## config.mk

```make
export PLATFORM = sky130hd
export DESIGN_NAME = bbc_queue
export DESIGN_NICKNAME = d
export VERILOG_FILES = /design/src/rtl/bbc_pkg.sv /design/src/rtl/bbc_queue.sv
export SDC_FILE = /design/constraint.sdc
export NUM_CORES = 1
export LEC_CHECK = 0
export BUFFER_PORTS_ARGS = -buffer_cell sky130_fd_sc_hd__buf_2
export CAP_MARGIN = 10
export CORE_MARGIN = 10
export CORE_UTILIZATION = 30
export CTS_BUF_LIST = sky130_fd_sc_hd__clkbuf_4 sky130_fd_sc_hd__clkbuf_8
export DETAILED_ROUTE_END_ITERATION = 12
export MAX_ROUTING_LAYER = met4
export PLACE_DENSITY = 0.46
export SKIP_CTS_REPAIR_TIMING = 1
export SLEW_MARGIN = 20
export SYNTH_ARGS = -nofsm -noshare
export SYNTH_HDL_FRONTEND = slang
export SYNTH_SLANG_ARGS = --single-unit
export TNS_END_PERCENT = 1
```

## constraint.sdc

```tcl
create_clock -name clk -period 2.7 [get_ports clk]
set_clock_uncertainty 0.2 [all_clocks]
set_input_delay 0.405 -clock clk [delete_from_list [all_inputs] [get_ports clk]]
set_output_delay 0.405 -clock clk [all_outputs]
set_load 0.005 [all_outputs]
```

## src/rtl/bbc_pkg.sv

```systemverilog
// Shared types and constants for the bracket balance checker.
// Depends on nothing; every rtl module imports it.
`timescale 1ns / 1ps

package bbc_pkg;

	// Bracket stack geometry
	localparam int STACK_DEPTH = 4096;
	localparam int CNT_W       = $clog2(STACK_DEPTH + 1);
	localparam int ADDR_W      = (STACK_DEPTH > 1) ? $clog2(STACK_DEPTH) : 1;

	// Front-to-back queue geometry
	localparam int QDEPTH = 4;
	localparam int QPTR_W = $clog2(QDEPTH);
	localparam int QCNT_W = $clog2(QDEPTH + 1);

	// Character codes
	localparam logic [7:0] CH_LROUND  = 8'h28; // (
	localparam logic [7:0] CH_RROUND  = 8'h29; // )
	localparam logic [7:0] CH_LSQUARE = 8'h5B; // [
	localparam logic [7:0] CH_RSQUARE = 8'h5D; // ]
	localparam logic [7:0] CH_LCURLY  = 8'h7B; // {
	localparam logic [7:0] CH_RCURLY  = 8'h7D; // }

	// Bracket kinds as stored on the stack
	localparam logic [1:0] KIND_ROUND  = 2'd0;
	localparam logic [1:0] KIND_SQUARE = 2'd1;
	localparam logic [1:0] KIND_CURLY  = 2'd2;
	localparam logic [1:0] KIND_NONE   = 2'd3;

	typedef enum logic [1:0] {
		OP_NONE,
		OP_PUSH,
		OP_POP
	} op_t;

	typedef enum logic [2:0] {
		V_OK,
		V_WRONG,
		V_EMPTY,
		V_OPEN,
		V_OVERFLOW
	} verdict_t;

	// One classified item as it travels from front to back
	typedef struct packed {
		op_t        op;
		logic [1:0] kind;
		logic       last;
	} qent_t;

endpackage

```

## src/rtl/bbc_queue.sv

```systemverilog
// Small FIFO that decouples the classifier from the stack engine.
// Depends on bbc_pkg.
`timescale 1ns / 1ps

module bbc_queue
	import bbc_pkg::*;
(
	input  logic  clk,
	input  logic  arst_n,
	input  logic  in_valid,
	output logic  in_ready,
	input  qent_t in_item,
	output logic  out_valid,
	input  logic  out_ready,
	output qent_t out_item
);

	qent_t             ent_q [QDEPTH];
	logic [QPTR_W-1:0] wr_ptr_q;
	logic [QPTR_W-1:0] rd_ptr_q;
	logic [QCNT_W-1:0] cnt_q;
	logic              push;
	logic              pop;

	assign in_ready  = (cnt_q != QCNT_W'(QDEPTH));
	assign out_valid = (cnt_q != '0);
	assign out_item  = ent_q[rd_ptr_q];
	assign push      = in_valid && in_ready;
	assign pop       = out_valid && out_ready;

	always_ff @(posedge clk or negedge arst_n) begin
		if (!arst_n) begin
			wr_ptr_q <= '0;
			rd_ptr_q <= '0;
			cnt_q    <= '0;
		end else begin
			if (push) begin
				wr_ptr_q <= wr_ptr_q + 1'b1;
			end
			if (pop) begin
				rd_ptr_q <= rd_ptr_q + 1'b1;
			end
			case ({push, pop})
				2'b10:   cnt_q <= cnt_q + 1'b1;
				2'b01:   cnt_q <= cnt_q - 1'b1;
				default: cnt_q <= cnt_q;
			endcase
		end
	end

	always_ff @(posedge clk) begin
		if (push) begin
			ent_q[wr_ptr_q] <= in_item;
		end
	end

endmodule

```

======== Yosys cells after proc, flatten, opt, wreduce, memory -nomap -nowiden ========
Memory sizes are Yosys's and may differ from the RTL's.
Index checks and enable logic that the tools add are counted.
storage, ports and cells
  word-level logic and storage cells ...... 18
  input bits .............................. 9
  bits in registers ....................... 7
  output and inout bits ................... 7
  memories ................................ 1
  bits in writable memories ............... 20
operators by class
  reductions and logical operators ........ 4
  add/subtract/negate cells ............... 4
  mux-type cells .......................... 3
  eq/ne operators ......................... 3
memory list
  name   depth  width  rd ports  clocked after memory_dff  wr ports  RTL line         RTL
  ent_q  4      5      1         0                         1         bbc_queue.sv:18  qent_t ent_q [QDEPTH];
operators by type and width
  operator               number
  $pmux W3 S2            1
  $add A2 B1 Y2 const B  2
  $add A3 B1 Y3 const B  1
  $ne A3 B3 Y1 const B   1
  $reduce_bool A3 Y1     1
  $sub A3 B1 Y3 const B  1
  $eq A2 B1 Y1 const B   1
  $eq A2 B2 Y1 const B   1
  $logic_and A1 B1 Y1    2
  $mux W1                2
  $reduce_bool A2 Y1     1

======== Longest topological paths before layout ========
  depth after elaboration ................. 4
  depth in mapped cells ................... 9
  mapped depth without buffers ............ 8

======== Worst setup path before layout ========
OpenSTA, ideal clock, no wires.
  kind .................................... register to register
  start ................................... register cnt_q[0]
  end ..................................... register cnt_q[2]
  stages on the path, launching flop included .. 10
  path buffers ............................ 1
  required time ........................... 2.421 ns
  clock period less this slack ............ 2.232 ns
  setup time .............................. 0.079 ns
  path slack .............................. 0.468 ns
  arrival time ............................ 1.953 ns
  path through ............................ dfrtp_1 -> or3b_1 -> buf_6 -> nand2_4 -> ha_1 -> inv_1 -> fa_1 -> xor2_1 -> nor2_1 -> xor2_1
on the way
  word-level cells in the longest chain between the ends .. 4
  elaborated cells on any way between the ends .. 10
  classes of those cells .................. add/sub (2); eq/ne (3); mux (1); reduce/logical (4)
RTL lines
  what                                                      RTL line         RTL
  from (decl)                                               bbc_queue.sv:21  logic [QCNT_W-1:0] cnt_q;
  from (signal assigned)                                    bbc_queue.sv:44  2'b10: cnt_q <= cnt_q + 1'b1;
  from (signal assigned)                                    bbc_queue.sv:45  2'b01: cnt_q <= cnt_q - 1'b1;
  from (signal assigned)                                    bbc_queue.sv:46  default: cnt_q <= cnt_q;
  $ne A3 B3 Y1 (*)                                          bbc_queue.sv:25  assign in_ready = (cnt_q != QCNT_W'(QDEPTH));
  net in_ready                                              bbc_queue.sv:11  output logic in_ready,
  $logic_and A1 B1 Y1 (*)                                   bbc_queue.sv:28  assign push = in_valid && in_ready;
  $eq A2 B1 Y1 / $eq A2 B2 Y1 (equally long branches)       bbc_queue.sv:43  case ({push, pop})
  $pmux W3 S2 / $reduce_bool A2 Y1 (equally long branches)  n/a
The timed path passes the listed nets; every way through them passes the cells marked *.
A chain may end at the register's enable or synchronous reset.

======== Worst setup path in the final report ========
  start ................................... register cnt_q[0]
  end ..................................... register cnt_q[2]
on the way
  word-level cells in the longest chain between the ends .. 4
  elaborated cells on any way between the ends .. 10
  classes of those cells .................. add/sub (2); eq/ne (3); mux (1); reduce/logical (4)
RTL lines
  what                                                       RTL line
  $ne A3 B3 Y1 / $reduce_bool A3 Y1 (equally long branches)  bbc_queue.sv:25, bbc_queue.sv:26
  $logic_and A1 B1 Y1 (on tied branches)                     bbc_queue.sv:28, bbc_queue.sv:29
  $eq A2 B1 Y1 / $eq A2 B2 Y1 (equally long branches)        bbc_queue.sv:43
  $pmux W3 S2 / $reduce_bool A2 Y1 (equally long branches)   n/a
Several ways; a longest one is shown, not always the timed one.

==> flow_summary.toml <==
[run_status]
status = "finished, final reports clean"

[timing]
worstMarginPinSlew_ps = 415.3
clock.fmax_ghz = 0.4318
finalSetupViolations = 0
drv_slew = 0
period_share_pct = 85.76
rsz0062_at_grt = "false"
slew_headroom_pct = 72.31
layout_setup_ws_ps = 384.4
hold_viol = 0
fin_crit_ps = 2316
tns_ps = 0

[routing]
drt-met1-wl_um = 831
drc = 0
wl_met3_um = 115
top_layer_used = "met4"
num_vias = 551
viasPerCell = 4.271
wl_um = 1874
drt_iter0_markers = 21
drt.antenna.violating_nets = 0
first_pass_iters = 2
avgRoutedWirePerCell_um = 14.53
wl_met2_um = 912

[logic_synthesis]
netlist.area_leader.share_pct = 51.67
synth.avg_cell_area_um2 = 18.16
synth_edf_count = 20
ys_types = 20
ys.flop_type = "edfxtp_1"
synth_xor_area_share_pct = 4.521
synthAdderAreaFrac_pct = 7.104
synth_nets = 79
yosysMostFrequentCell = "edfxtp_1"
synth_top_family_by_area = "multiplexers"
synthMuxAreaShare_pct = 11.84
ys_seq_elements = 27
synth_compound_area_share_pct = 0.8611
syn-instance-count = 64
ys_warn_count = 0
syn-cell-area_mm2 = 0.001162
seq_area_frac_synth_pct = 66.74
synthTopCellsByArea = "edfxtp_1 52%, dfrtp_1 15%, mux4_2 9.7%"
async_flop_share_pct = 25.93
yosysTopAreaCell = "edfxtp_1"
synthSimpleGateAreaFrac_pct = 5.597
synth_common_cells = "20 x edfxtp_1, 7 x dfrtp_1, 5 x ha_1, 5 x inv_1, 5 x mux4_2"

[clock_network]
clock-sinks = 27
cts_tree = "built"
clk_path_buf_depth = 2
cts-root-buf = "clkbuf_8"
clock_latency_ps = 260
cts_buffers = 3
htreeDepth = 1
clkTransAtPathRegs_ps = 90

[worst_setup_path]
critPathBufInv = 1
cp-end-kind = "flop"
reg2reg_depth = 8
r2r_setup_slack_ps = 380
cp.arrival_ps = 2310
path_class = "flop to flop"
timing.rr.start = "cnt_q[0]"
cp-startpoint = "cnt_q[0]"
slowest_stage = "or3b_1"
r2r-end = "cnt_q[2]"
cp_slowest_stage_delay_ps = 490
cp_top_family = "simple AND/OR/NAND/NOR gates"
cp.required_ps = 2700
crit_cells = 8
worstPathMaxFanout = 6
crit_path_frequent_cell = "xor2_1"
cp_cell_sequence = "or3b_1 > nand2_4 > ha_1 > inv_1 > fa_1 > xor2_1 > nor2_1 > xor2_1"
start_kind = "flop"

[grt]
grt_pass1_wl_um = 3056
antenna_found_initial = 0
grt_max_degree = 15
grt_overflow = 0
globalRouteTotalUtil_pct = 6.167
grt_pass1_vias = 623

[run]
maxCapViolations = 0

[power]
leakagePower_nw = 0.5256
cellPowerDensity_mw_per_mm2 = 1003
ir_drop_v = 0.0003768

[floorplanning]
die_area_mm2 = 0.006764
initial_core_util_pct = 31.28
die_y_um = 82.25
rows = 22
pin_count = 16
die_w_um = 82.25
core_area_mm2 = 0.003716

[final_layout]
final_layout_size_suffix_gt1_share_pct = 39.51
area_delta_synth_final_pct = 14.96
diodes = 0
nets = 97
fillers = 374

[hold_path]
hold_path_depth = 1
hold_class = "input pin to flop"
hp-start = "in_item[3]"
hold_end = "ent_q[0][3]"

[placement]
gp_congestion = 0.7419
dpl.hpwl_um = 1421
dp_slack_ps = 367.6
port_buffers = 15
-- metrics by stage --
step / instances / hold WS [ps] / area [um2] / total power, mW / utilization [%]
floorplan: 64 / -90.59 / 1162 / 0.9963 / -
finish: 129 / 156.8 / 1336 / 1.341 / 35.96
global route: 129 / 154.2 / 1336 / 1.459 / 35.96
CTS: 128 / -241.9 / 1326 / 1.365 / 35.69
detailed placement: 124 / 49.02 / 1277 / 1.135 / 34.38
global placement: 124 / 49.38 / 1277 / 1.135 / 34.38
-- cell usage in the layout (no fill, tap or decap), types with 3 or more instances in the layout --
master and n:
and3_2 4, buf_2 15, clkbuf_8 3, dfrtp_1 7, edfxtp_1 20, ha_1 5, inv_1 5, mux4_2 5
xnor2_1 3, xor2_1 3
-- cell type report --
class,instances,area (um2),share of cell area (%)
Clock buffer,4,48.80,3.652
Inverter,5,18.77,1.404
Multi-Input combinational cell,29,347.8,26.03
Sequential cell,27,775.7,58.05
Tap cell,48,60.06,4.494
Timing Repair Buffer,16,85.08,6.367
-- power by group --
group	internal (mW)	switching [mW]
clock network	0.115	0.116
logic	0.247	0.190
registers	0.570	0.102
total	0.933	0.407
-- layer usage --
layer / track usage [%] / vias to the layer above
met1: 7.439 / 276
met2: 9.565 / 8
met3: 1.944 / 2
met4: 2.041 / 0
met5: - / -
li1: - / 265
-- worst max-delay path by stage --
stage / endpoint / slack [ps]
3_3_place_gp: cnt_q[2] / 410
6_report: cnt_q[2] / 380
2_1_floorplan: cnt_q[2] / 470
4_1_cts: cnt_q[2] / 370
3_5_place_dp: cnt_q[2] / 370
5_1_grt: cnt_q[2] / 210
-- sequential cells by signal, indices dropped and copies added (netlist names) --
signal and flops:
cnt_q 3, ent_q 20, rd_ptr_q 2, wr_ptr_q 2
-- cells by family (layout without fill, tap and decap cells) --
family	after synthesis	count (layout)
buf+inv	8	25
mux	7	7
fa+ha+maj	6	6
compound gates	1	1
simple gates	9	9
flops	27	27
xor+xnor	6	6
Note: power is estimated with default switching activity, not from simulation.
