===== src/rtl/bbc_pkg.sv =====
// Shared types and constants for the bracket balance checker.
// Depends on nothing; every rtl module imports it.
`timescale 1ns / 1ps

package bbc_pkg;

	// Bracket stack geometry
	localparam int STACK_DEPTH = 4096;
	localparam int CNT_W       = $clog2(STACK_DEPTH + 1);
	localparam int ADDR_W      = (STACK_DEPTH > 1) ? $clog2(STACK_DEPTH) : 1;

	// Front-to-back queue geometry
	localparam int QDEPTH = 4;
	localparam int QPTR_W = $clog2(QDEPTH);
	localparam int QCNT_W = $clog2(QDEPTH + 1);

	// Character codes
	localparam logic [7:0] CH_LROUND  = 8'h28; // (
	localparam logic [7:0] CH_RROUND  = 8'h29; // )
	localparam logic [7:0] CH_LSQUARE = 8'h5B; // [
	localparam logic [7:0] CH_RSQUARE = 8'h5D; // ]
	localparam logic [7:0] CH_LCURLY  = 8'h7B; // {
	localparam logic [7:0] CH_RCURLY  = 8'h7D; // }

	// Bracket kinds as stored on the stack
	localparam logic [1:0] KIND_ROUND  = 2'd0;
	localparam logic [1:0] KIND_SQUARE = 2'd1;
	localparam logic [1:0] KIND_CURLY  = 2'd2;
	localparam logic [1:0] KIND_NONE   = 2'd3;

	typedef enum logic [1:0] {
		OP_NONE,
		OP_PUSH,
		OP_POP
	} op_t;

	typedef enum logic [2:0] {
		V_OK,
		V_WRONG,
		V_EMPTY,
		V_OPEN,
		V_OVERFLOW
	} verdict_t;

	// One classified item as it travels from front to back
	typedef struct packed {
		op_t        op;
		logic [1:0] kind;
		logic       last;
	} qent_t;

endpackage


===== src/rtl/bbc_front.sv =====
// Front end: accepts input bytes and classifies them into stack operations.
// Depends on bbc_pkg.
`timescale 1ns / 1ps

module bbc_front
	import bbc_pkg::*;
(
	input  logic       clk,
	input  logic       arst_n,
	input  logic       s_tvalid,
	output logic       s_tready,
	input  logic [7:0] symbol,
	input  logic       last,
	output logic       q_valid,
	input  logic       q_ready,
	output qent_t      q_item
);

	logic  vld_s1;
	qent_t item_s1;
	qent_t item_c;

	always_comb begin
		item_c.last = last;
		case (symbol)
			CH_LROUND: begin
				item_c.op   = OP_PUSH;
				item_c.kind = KIND_ROUND;
			end
			CH_LSQUARE: begin
				item_c.op   = OP_PUSH;
				item_c.kind = KIND_SQUARE;
			end
			CH_LCURLY: begin
				item_c.op   = OP_PUSH;
				item_c.kind = KIND_CURLY;
			end
			CH_RROUND: begin
				item_c.op   = OP_POP;
				item_c.kind = KIND_ROUND;
			end
			CH_RSQUARE: begin
				item_c.op   = OP_POP;
				item_c.kind = KIND_SQUARE;
			end
			CH_RCURLY: begin
				item_c.op   = OP_POP;
				item_c.kind = KIND_CURLY;
			end
			default: begin
				item_c.op   = OP_NONE;
				item_c.kind = KIND_NONE;
			end
		endcase
	end

	assign s_tready = !vld_s1 || q_ready;

	always_ff @(posedge clk or negedge arst_n) begin
		if (!arst_n) begin
			vld_s1 <= 1'b0;
		end else if (s_tready) begin
			vld_s1 <= s_tvalid;
		end
	end

	always_ff @(posedge clk) begin
		if (s_tready && s_tvalid) begin
			item_s1 <= item_c;
		end
	end

	assign q_valid = vld_s1;
	assign q_item  = item_s1;

endmodule


===== config.mk =====
export PLATFORM = sky130hd
export DESIGN_NAME = bbc_front
export DESIGN_NICKNAME = d
export VERILOG_FILES = /design/src/rtl/bbc_pkg.sv /design/src/rtl/bbc_front.sv
export SDC_FILE = /design/constraint.sdc
export NUM_CORES = 1
export LEC_CHECK = 0
export BUFFER_PORTS_ARGS = -buffer_cell sky130_fd_sc_hd__buf_2
export CORE_AREA = 2 2 39 41
export CTS_BUF_LIST = sky130_fd_sc_hd__clkbuf_4
export CTS_CLUSTER_SIZE = 8
export DETAILED_ROUTE_END_ITERATION = 16
export DIE_AREA = 0 0 41 43
export GPL_ROUTABILITY_DRIVEN = 0
export SLEW_MARGIN = 20
export SYNTH_ARGS = -nofsm -noshare
export SYNTH_HDL_FRONTEND = slang
export SYNTH_SLANG_ARGS = --single-unit

===== constraint.sdc =====
create_clock -name clk -period 1.05 [get_ports clk]
set_clock_uncertainty 0.15 [all_clocks]
set_input_delay 0.0525 -clock clk [delete_from_list [all_inputs] [get_ports clk]]
set_output_delay 0.0525 -clock clk [all_outputs]
set_load 0.005 [all_outputs]

**Word level (Yosys, flattened, before mapping)**

Index checks and enable logic that the tools add are counted.

- Mux-type cells: 1
- Equality and inequality tests: 6
- Reduce and logical (&&, ||, !) cells: 3

Operators by type and width:

| cell | number |
|---|---|
| $eq 8x7->1 const B | 4 |
| $pmux 4 s6 | 1 |
| $eq 8x6->1 const B | 2 |
| $logic_and 1x1->1 | 1 |
| $logic_not 1->1 | 1 |
| $logic_or 1x1->1 | 1 |

- Flip-flop bits (word level): 6
- Input port bits: 13
- Logic and storage cells: 14

**Longest topological paths before layout**

Gate-level depths: netlist (run 1).

- Word-level depth: 3
- Depth in mapped cells: 3
- Mapped depth without buffers: 3

**Worst setup path after synthesis (run 1)**

No wires, ideal clock.

- Path type: register -> register
- Start point: register vld_s1, in the netlist q_valid
- End point: register item_s1, in the netlist q_item[0], enable pin
- Data arrival time: 0.705 ns
- Cell stages (with the launch flop): 3
- Required time: 0.586 ns
- Period minus slack after synthesis: 1.169 ns
- Path slack: -0.119 ns
- Cells stage by stage: dfrtp_1 -> nand2b_1 -> and2_1

- Word-level cells in the longest chain between the ends: 3

Ends and longest elaborated chain:

| what | line | text |
|---|---|---|
| start: declaration | bbc_front.sv:19 | `logic vld_s1;` |
| start signal: assignment | bbc_front.sv:63 | `vld_s1 <= s_tvalid;` |
| $logic_not 1->1 | bbc_front.sv:57 | `assign s_tready = !vld_s1 \|\| q_ready;` |
| $logic_or 1x1->1 | bbc_front.sv:57 |  |
| via s_tready | bbc_front.sv:11 | `output logic s_tready,` |
| $logic_and 1x1->1 | bbc_front.sv:68 | `if (s_tready && s_tvalid) begin` |
| end signal: assignment | bbc_front.sv:69 | `item_s1 <= item_c;` |
| end: declaration | bbc_front.sv:20 | `qent_t item_s1;` |

The timed path passes the listed nets, and every way through them passes these cells.
A chain may end at the register's enable or synchronous reset.

**Final worst setup path (run 1)**

- Start point: register vld_s1, in the netlist q_valid
- End point: register item_s1, in the netlist q_item[4], enable pin

- Word-level cells in the longest chain between the ends: 3

Ends and longest elaborated chain:

| what | line |
|---|---|
| $logic_not 1->1 | bbc_front.sv:57 |
| $logic_or 1x1->1 | bbc_front.sv:57 |
| $logic_and 1x1->1 | bbc_front.sv:68 |

Every way passes these cells.

==> flow_summary.json, run 1 <==
{
  "grt_pass1_wl_mm": 1.152,
  "violations": "setup timing",
  "h-tree-depth": 1,
  "die-area_mm2": 0.001763,
  "dp_hpwl_um": 585.5,
  "layout_setup_ws_ps": -61.85,
  "grt_overflow": 0,
  "syn_to_final_growth_pct": 78.49,
  "routed_wl_um": 726,
  "peakVddDrop_v": 0.0003417,
  "setup_violations": 6,
  "period_share_pct": 105.9,
  "drc_errors": 0,
  "rows": 14,
  "maxCapViolations": 0,
  "dr.pass1.iters": 3,
  "cts-root-buf": "clkbuf_4",
  "cp-end-kind": "flip-flop",
  "crit_arrival_ps": 910,
  "ys_seq_elements": 6,
  "timing.fmax_mhz": 899.4,
  "synthFlopType": "edfxtp_1",
  "period_minus_slack_ps": 1112,
  "power_density_mw_per_mm2": 1135,
  "cts-buffers-inserted": 3,
  "die_x_um": 41,
  "path_class": "flip-flop to flip-flop",
  "layout.nets": 72,
  "required_ps": 850,
  "die_y_um": 43,
  "async_flop_share_pct": 16.67,
  "reg2reg_depth": 2,
  "syn_area_um2": 314.1,
  "outcome": "complete, but fails checks",
  "grt.total_usage_pct": 9.788,
  "leakage_nw": 0.2481,
  "final-hold-violation-count": 0,
  "antenna_found_initial": 0,
  "synth.largest_area_cell": "edfxtp_1",
  "syn-mean-instance-area_um2": 12.56,
  "initial_utilization_pct": 22.69,
  "worstMarginPinSlew_ps": 227.7,
  "post-place-ws_ps": -124.0,
  "synth_most_common_cell": "edfxtp_1",
  "grt_max_degree": 6,
  "netlist_top_cells_count": "edfxtp_1, nand2_1, nand2b_1",
  "drt_iter0_drc": 1,
  "setup-tns-final_ps": -304.1,
  "clkSinkCount": 6,
  "worst_setup_path_start_kind": "flip-flop",
  "yosysTopAreaCellShare_pct": 47.81,
  "min_path_type": "input pin to flip-flop",
  "synthCells": 25,
  "synth.area.top_cells": "edfxtp_1, dfrtp_1, nand2b_1",
  "vias_per_cell": 4.351,
  "rsz0062_at_grt": "true",
  "core_area_mm2": 0.001384,
  "yosysSeqAreaShare_pct": 55.78,
  "synth.net_count": 38,
  "ys_warn_count": 0,
  "clockBufferDepth": 2,
  "io_pins": 20,
  "wire_per_inst_um": 9.811,
  "path_max_fanout": 5,
  "utilization_pct": 40.51,
  "cts_tree": "built",
  "vias": 322,
  "drive_above_1_share_pct": 58.62,
  "max_slew_margin_pct": 84.70,
  "grt_pass1_vias": 309,
  "antenna_left": 0,
  "holdPathStages": 2,
  "synth_enable_flop_cells": 5,
  "drv_slew": 0,
  "port_buffers": 19,
  "hold_ws_ps": 17.33,
  "synth_cell_type_count": 19,
  "clock_latency_ps": 240,
  "clkTransAtPathRegs_ps": 50,
  "antenna_cells": 0
}
-- placed cells by master, fill, tap and decap left out, types with 2 or more instances in the layout --
cell type       n
clkbuf_4        4
buf_4           4
nand2_1         2
buf_2          19
dlygate4sd3_1   5
edfxtp_1        5
-- critical path, stage by stage (launching register included) --
cell      delay (ps)
dfrtp_1          370
nand2b_1         120
and2_4           190
-- sequential cells by signal, indices dropped and copies added, names as in the netlist --
register	flops
q_item	5
q_valid	1
-- path summary, 6_finish.rpt --
kind | startpoint | end | slack, ps
worst min register to register | q_valid$_DFFE_PN0N_ | q_valid$_DFFE_PN0N_ | 610
max in group asynchronous | arst_n | q_valid$_DFFE_PN0N_ | 160
worst max-delay path | q_valid$_DFFE_PN0N_ | q_item[4]$_DFFE_PP_ | -60
worst max register to register | q_valid$_DFFE_PN0N_ | q_item[4]$_DFFE_PP_ | -60
min in group asynchronous | arst_n | q_valid$_DFFE_PN0N_ | 490
worst min-delay path | symbol[3] | q_item[1]$_DFFE_PP_ | 20
-- logic make-up after synthesis --
| family | share of synthesized area (%) |
|---|---|
| xor gates and xnor gates | 2.789 |
| buffers and inverters | 1.194 |
| and+or+nand+nor | 31.08 |
| DFF | 55.77 |
| AOI/OAI and AO/OA | 9.161 |
-- per-layer routing --
| metal | vias to the layer above | global-route usage (%) | wire [µm] |
|---|---|---|---|
| li1 | 165 | - | - |
| met1 | 137 | 10.13 | 300 |
| met2 | 20 | 15.94 | 339 |
| met3 | 0 | 1.571 | 86 |
| met4 | 0 | 8.000 | 0 |
| met5 | - | 0 | 0 |
-- repair_timing --
action / 4_1_cts / 5_1_grt
setup buffers: 1 / 1
setup endpoints to repair: 6 / 6
pin swaps: 1 / 1
hold buffers: 5 / 0
gates resized for setup: 0 / 2
hold endpoints to repair: 4 / 0
-- stage by stage --
stage	power, mW	instances	instance area, µm²
2_1_floorplan	0.3047	25	316.6
3_5_place_dp	0.3628	63	454.2
5_1_grt	0.6745	74	560.5
4_1_cts	0.6388	73	541.8
6_report	0.6360	74	560.5
3_3_place_gp	0.3622	63	454.2
-- power breakdown --
| part | leakage (nW) | switching [mW] | internal [mW] |
|---|---|---|---|
| logic | 0.175 | 0.0438 | 0.0700 |
| clock network | 0.0184 | 0.0805 | 0.170 |
| registers | 0.0552 | 0.00280 | 0.269 |
-- cell type report --
type	count	area, µm²
fill	138	823.3
timing repair buffer	29	186.4
multi-input combinational	18	145.1
inverter	1	3.754
tap	16	20.02
sequential	6	175.2
clock buffer	4	30.03
(Power assumes the default switching activity.)
==> run 2, diff against run 1 <==
--- a/config.mk
+++ b/config.mk
@@ -7,7 +7,7 @@
 export LEC_CHECK = 0
 export BUFFER_PORTS_ARGS = -buffer_cell sky130_fd_sc_hd__buf_2
 export CORE_AREA = 2 2 39 41
-export CTS_BUF_LIST = sky130_fd_sc_hd__clkbuf_4
+export CTS_BUF_LIST = sky130_fd_sc_hd__clkbuf_8
 export CTS_CLUSTER_SIZE = 8
 export DETAILED_ROUTE_END_ITERATION = 16
 export DIE_AREA = 0 0 41 43
==> run 2 against run 1 <==
The run still ends with setup timing left. Total power grew 15%. Design area increased by 0.89%. Core utilization up 0.36 points. Critical endpoint unchanged. Global-route usage grew 0.91 points. Highest routed layer unchanged. Worst hold slack worse by 2.1 ps. Via count unchanged. Register-to-register slack about the same. Worst setup slack gained 3.5 ps. Clock power grew 38%. Largest power group is now the clock network. Fmax up 0.32%. Critical path depth unchanged.
==> flow_summary.json, run 2 (synthesis gave the netlist of run 1 again) <==
{
  "outcome": "complete, but fails checks",
  "violations": "setup timing",
  "hold_ws_ps": 15.22,
  "post-place-ws_ps": -124.0,
  "required_ps": 830,
  "min_path_type": "input pin to flip-flop",
  "drc_errors": 0,
  "mostFrequentLayoutCell": "buf_2",
  "setup_violations": 5,
  "grt_max_degree": 6,
  "vias": 322,
  "setup-tns-final_ps": -283.6,
  "antenna_left": 0,
  "cp-end-kind": "flip-flop",
  "dp_cells": 63,
  "grt_pass1_wl_mm": 1.221,
  "worst_setup_path_start_kind": "flip-flop",
  "drt_iter0_drc": 3,
  "timing.rr.start": "q_valid$_DFFE_PN0N_",
  "clkSinkCount": 6,
  "syn_to_final_growth_pct": 80.08,
  "grt_pass1_vias": 307,
  "maxCapViolations": 0,
  "port_buffers": 19,
  "die-area_mm2": 0.001763,
  "dr.pass1.iters": 3,
  "die_x_um": 41,
  "fin_cells": 73,
  "clock_latency_ps": 220,
  "nFillCells": 143,
  "clkTransAtPathRegs_ps": 40,
  "crit_arrival_ps": 890,
  "routed_wl_um": 782,
  "path_max_fanout": 5,
  "fin_area_um2": 565.5,
  "timing.fmax_mhz": 902.2,
  "period_minus_slack_ps": 1108,
  "utilization_pct": 40.87,
  "layout_setup_ws_ps": -58.35,
  "finalPower_uw": 730.3,
  "clockBufferDepth": 2,
  "rows": 14,
  "peakVddDrop_v": 0.0003922,
  "largest_reg_flops": 5,
  "worstMarginPinSlew_ps": 230.8,
  "antenna_cells": 0,
  "drv_slew": 0,
  "initial_utilization_pct": 22.69,
  "cts-buffers-inserted": 3,
  "dpl_cell_area_um2": 454.2,
  "period_share_pct": 105.6,
  "grt_util_met3_pct": 3.141,
  "path_class": "flip-flop to flip-flop",
  "final-hold-violation-count": 0,
  "core_area_mm2": 0.001384,
  "grt_use_met2_pct": 17.81,
  "vias_per_cell": 4.411,
  "die_y_um": 43,
  "max_slew_margin_pct": 84.49,
  "dp_hpwl_um": 585.5,
  "rsz0062_at_grt": "true",
  "io_pins": 20,
  "grt_overflow": 0,
  "leakage_nw": 0.2524,
  "drive_above_1_share_pct": 57.89,
  "grt.met1_usage_pct": 10.13,
  "layout_common_cells": "buf_2, edfxtp_1, dlygate4sd3_1, buf_4, clkbuf_8",
  "layout.nets": 71,
  "wire_per_inst_um": 10.71,
  "min_from": "symbol[3]",
  "startpoint": "q_valid$_DFFE_PN0N_",
  "grt.total_usage_pct": 10.70,
  "top_usage_layer": "met2",
  "antenna_found_initial": 0,
  "cts_tree": "built",
  "h-tree-depth": 1,
  "power_density_mw_per_mm2": 1291,
  "cts-root-buf": "clkbuf_8"
}
-- run 2: changes by cell type in the layout (fill, tap and decap cells not counted) --
cell           delta
clkbuf_4          -4
clkbuf_8          +3
dlygate4sd3_1     -1
inv_1             +1
-- run 2: report_power, final --
group	internal (mW)	switching, mW
logic	0.0677	0.0445
registers	0.270	0.00280
clock network	0.251	0.0946
-- run 2: critical path: stages, from the launching register on --
cell,delay [ps]
dfrtp_1,370
nand2b_1,120
and2_4,190
-- run 2: repair_timing --
action                                  in CTS  in global routing
hold buffers                                 4                  0
endpoints found under the setup margin       5                  6
gates resized for setup                      0                  2
endpoints found under the hold margin        3                  0
pin swaps                                    1                  1
setup buffers                                1                  1
-- run 2: area by class of cell --
class	instances	area (µm²)	area share (%)
Inverter	1	3.754	0.6637
Clock buffer	3	41.29	7.301
Tap cell	16	20.02	3.540
Timing Repair Buffer	28	176.4	31.19
Sequential cell	6	175.2	30.97
Clock inverter	1	3.754	0.6637
Multi-Input combinational cell	18	145.1	25.66
-- run 2: path summary, 6_finish.rpt --
kind | slack, ps | cells after the start | end
min in group asynchronous | 510 | 3 | q_valid$_DFFE_PN0N_
hold reg to reg | 620 | 4 | q_valid$_DFFE_PN0N_
setup reg to reg | -60 | 2 | q_item[4]$_DFFE_PP_
hold / removal | 20 | 2 | q_item[2]$_DFFE_PP_
max in group asynchronous | 140 | 3 | q_valid$_DFFE_PN0N_
setup / recovery | -60 | 2 | q_item[4]$_DFFE_PP_
-- run 2: metal layers --
layer / vias up / share of wire [%]
met5: - / 0
met4: 0 / 0
met3: 0 / 12
met2: 20 / 50
met1: 142 / 38
li1: 160 / -
==> run 3, diff against run 2 <==
--- a/config.mk
+++ b/config.mk
@@ -12,6 +12,7 @@
 export DETAILED_ROUTE_END_ITERATION = 16
 export DIE_AREA = 0 0 41 43
 export GPL_ROUTABILITY_DRIVEN = 0
+export PLACE_DENSITY = 0.55
 export SLEW_MARGIN = 20
 export SYNTH_ARGS = -nofsm -noshare
 export SYNTH_HDL_FRONTEND = slang
==> constraint.sdc (replaced) <==
create_clock -name clk -period 1.15 [get_ports clk]
set_clock_uncertainty 0.15 [all_clocks]
set_input_delay 0.0575 -clock clk [delete_from_list [all_inputs] [get_ports clk]]
set_output_delay 0.0575 -clock clk [all_outputs]
set_load 0.005 [all_outputs]
==> run 3 against run 2 <==
The flow now finishes without violations. Sequential share of layout area increased by 2.4 points. Design area decreased by 7.3%. Critical endpoint is now s_tready. Sequential power decreased by 8.8%. Clock-buffer cell count unchanged. Critical path depth increased by 1. Highest routed layer unchanged. Wire length decreased by 10%. Register-to-register slack improved by 130 ps.
==> flow_summary.json, run 3 (synthesis gave the netlist of run 1 again) <==
{
  "outcome": "finished, final reports clean",
  "cp-end-kind": "output pin",
  "grt.total_usage_pct": 9.818,
  "postCtsResizedCells": 0,
  "grt_pass1_vias": 269,
  "ff_latch_area_um2": 175.2,
  "core_area_mm2": 0.001384,
  "power_density_mw_per_mm2": 1239,
  "worstMarginPinSlew_ps": 235.5,
  "timing.fmax_mhz": 918.3,
  "multi_input_area_um2": 137.6,
  "wire_per_inst_um": 10.20,
  "routed_wl_um": 704,
  "dp_hpwl_um": 538.5,
  "clkSinkCount": 6,
  "period_minus_slack_ps": 1089,
  "layout_common_cells": "buf_2, edfxtp_1, dlygate4sd3_1",
  "die_y_um": 43,
  "cts_tree": "built",
  "largest_reg_flops": 5,
  "hold_ws_ps": 13.53,
  "holdPathStages": 2,
  "rows": 14,
  "final-hold-violation-count": 0,
  "drc_errors": 0,
  "required_ps": 940,
  "timing.rr.start": "q_valid$_DFFE_PN0N_",
  "path_class": "flip-flop to output pin",
  "grt_overflow": 0,
  "drv_slew": 0,
  "min_from": "symbol[3]",
  "crit_family": "flip-flops",
  "rr_endpoint": "q_item[2]$_DFFE_PP_",
  "whs_endpoint": "q_item[2]$_DFFE_PP_",
  "layout.nets": 67,
  "clock_latency_ps": 220,
  "leakage_nw": 0.2261,
  "layout_setup_ws_ps": 61.03,
  "mostFrequentLayoutCell": "buf_2",
  "antenna_cells": 0,
  "setup_violations": 0,
  "die-area_mm2": 0.001763,
  "vias_per_cell": 4.522,
  "clockBufferDepth": 2,
  "grt_pass1_wl_mm": 1.104,
  "syn_to_final_growth_pct": 66.93,
  "io_pins": 20,
  "antenna_found_initial": 0,
  "crit_chain": "nand2b_1 > buf_4 > buf_2",
  "h-tree-depth": 1,
  "critPathMaxStageDelay_ps": 360,
  "cts_hold_buffers": 4,
  "path_max_fanout": 2,
  "rsz0062_at_grt": "false",
  "dr.pass1.iters": 2,
  "cts-root-buf": "clkbuf_8",
  "initial_utilization_pct": 22.69,
  "clkTransAtPathRegs_ps": 40,
  "reg2reg_depth": 2,
  "reg2reg_slack_ps": 70,
  "peakVddDrop_v": 0.0003024,
  "port_buffers": 19,
  "nFillCells": 144,
  "crit_arrival_ps": 880,
  "worst_setup_path_start_kind": "flip-flop",
  "cts_setup_buffers": 0,
  "die_x_um": 41,
  "drive_above_1_share_pct": 52.83,
  "period_share_pct": 94.69,
  "post-place-ws_ps": -31.35,
  "min_path_type": "input pin to flip-flop",
  "grt_max_degree": 6,
  "path_buf_inv": 2,
  "dp_cells": 61,
  "drt_iter0_drc": 3,
  "maxCapViolations": 0,
  "fin_cells": 69,
  "cts-buffers-inserted": 3,
  "setup-tns-final_ps": 0,
  "critPathSlowestCell": "dfrtp_1",
  "vias": 312,
  "antenna_left": 0,
  "max_slew_margin_pct": 84.17,
  "finalPower_uw": 649.7
}
-- run 3: per-stage QoR --
stage,utilization [%],area [µm²]
2_1_floorplan,-,316.6
3_3_place_gp,31.74,439.2
3_5_place_dp,31.74,439.2
4_1_cts,37.88,524.3
5_1_grt,37.88,524.3
6_report,37.88,524.3
-- run 3: area by class of cell --
type                    count  share of cell area [%]
well taps                  16                   3.819
clock buffers               3                   7.876
repair buffers             24                   27.21
flip-flops and latches      6                   33.41
multi-input cells          18                   26.25
inverters                   1                  0.7160
clock inverters             1                  0.7160
-- run 3: metal layers --
metal  global-route usage, %  vias to the layer above  share of wire [%]
li1                        -                      152                  -
met1                   10.89                      140                 40
met2                   14.37                       20                 47
met3                   3.141                        0                 13
met4                   8.000                        0                  0
met5                       0                        -                  0
-- run 3: worst max-delay path by stage --
stage,slack (ps),endpoint,depth (start not counted),start
finish,60,s_tready,3,q_valid$_DFFE_PN0N_
CTS,50,s_tready,3,q_valid$_DFFE_PN0N_
detailed placement,-30,q_item[2]$_DFFE_PP_,4,symbol[4]
global placement,-40,q_item[2]$_DFFE_PP_,4,symbol[4]
global route,5,s_tready,3,q_valid$_DFFE_PN0N_
floorplan,40,q_item[0]$_DFFE_PP_,2,q_valid$_DFFE_PN0N_
-- run 3: report_power, final --
| part | total [mW] | internal [mW] | switching, mW |
|---|---|---|---|
| Sequential | 0.249 | 0.247 | 0.00220 |
| Clock | 0.318 | 0.229 | 0.0893 |
| Combinational | 0.0826 | 0.0469 | 0.0356 |
-- run 3: worst reg2reg max path: cells and delay by family (launching register included) --
family,cells,cell delay (ps)
DFF,1,360
and+or+nand+nor,2,270
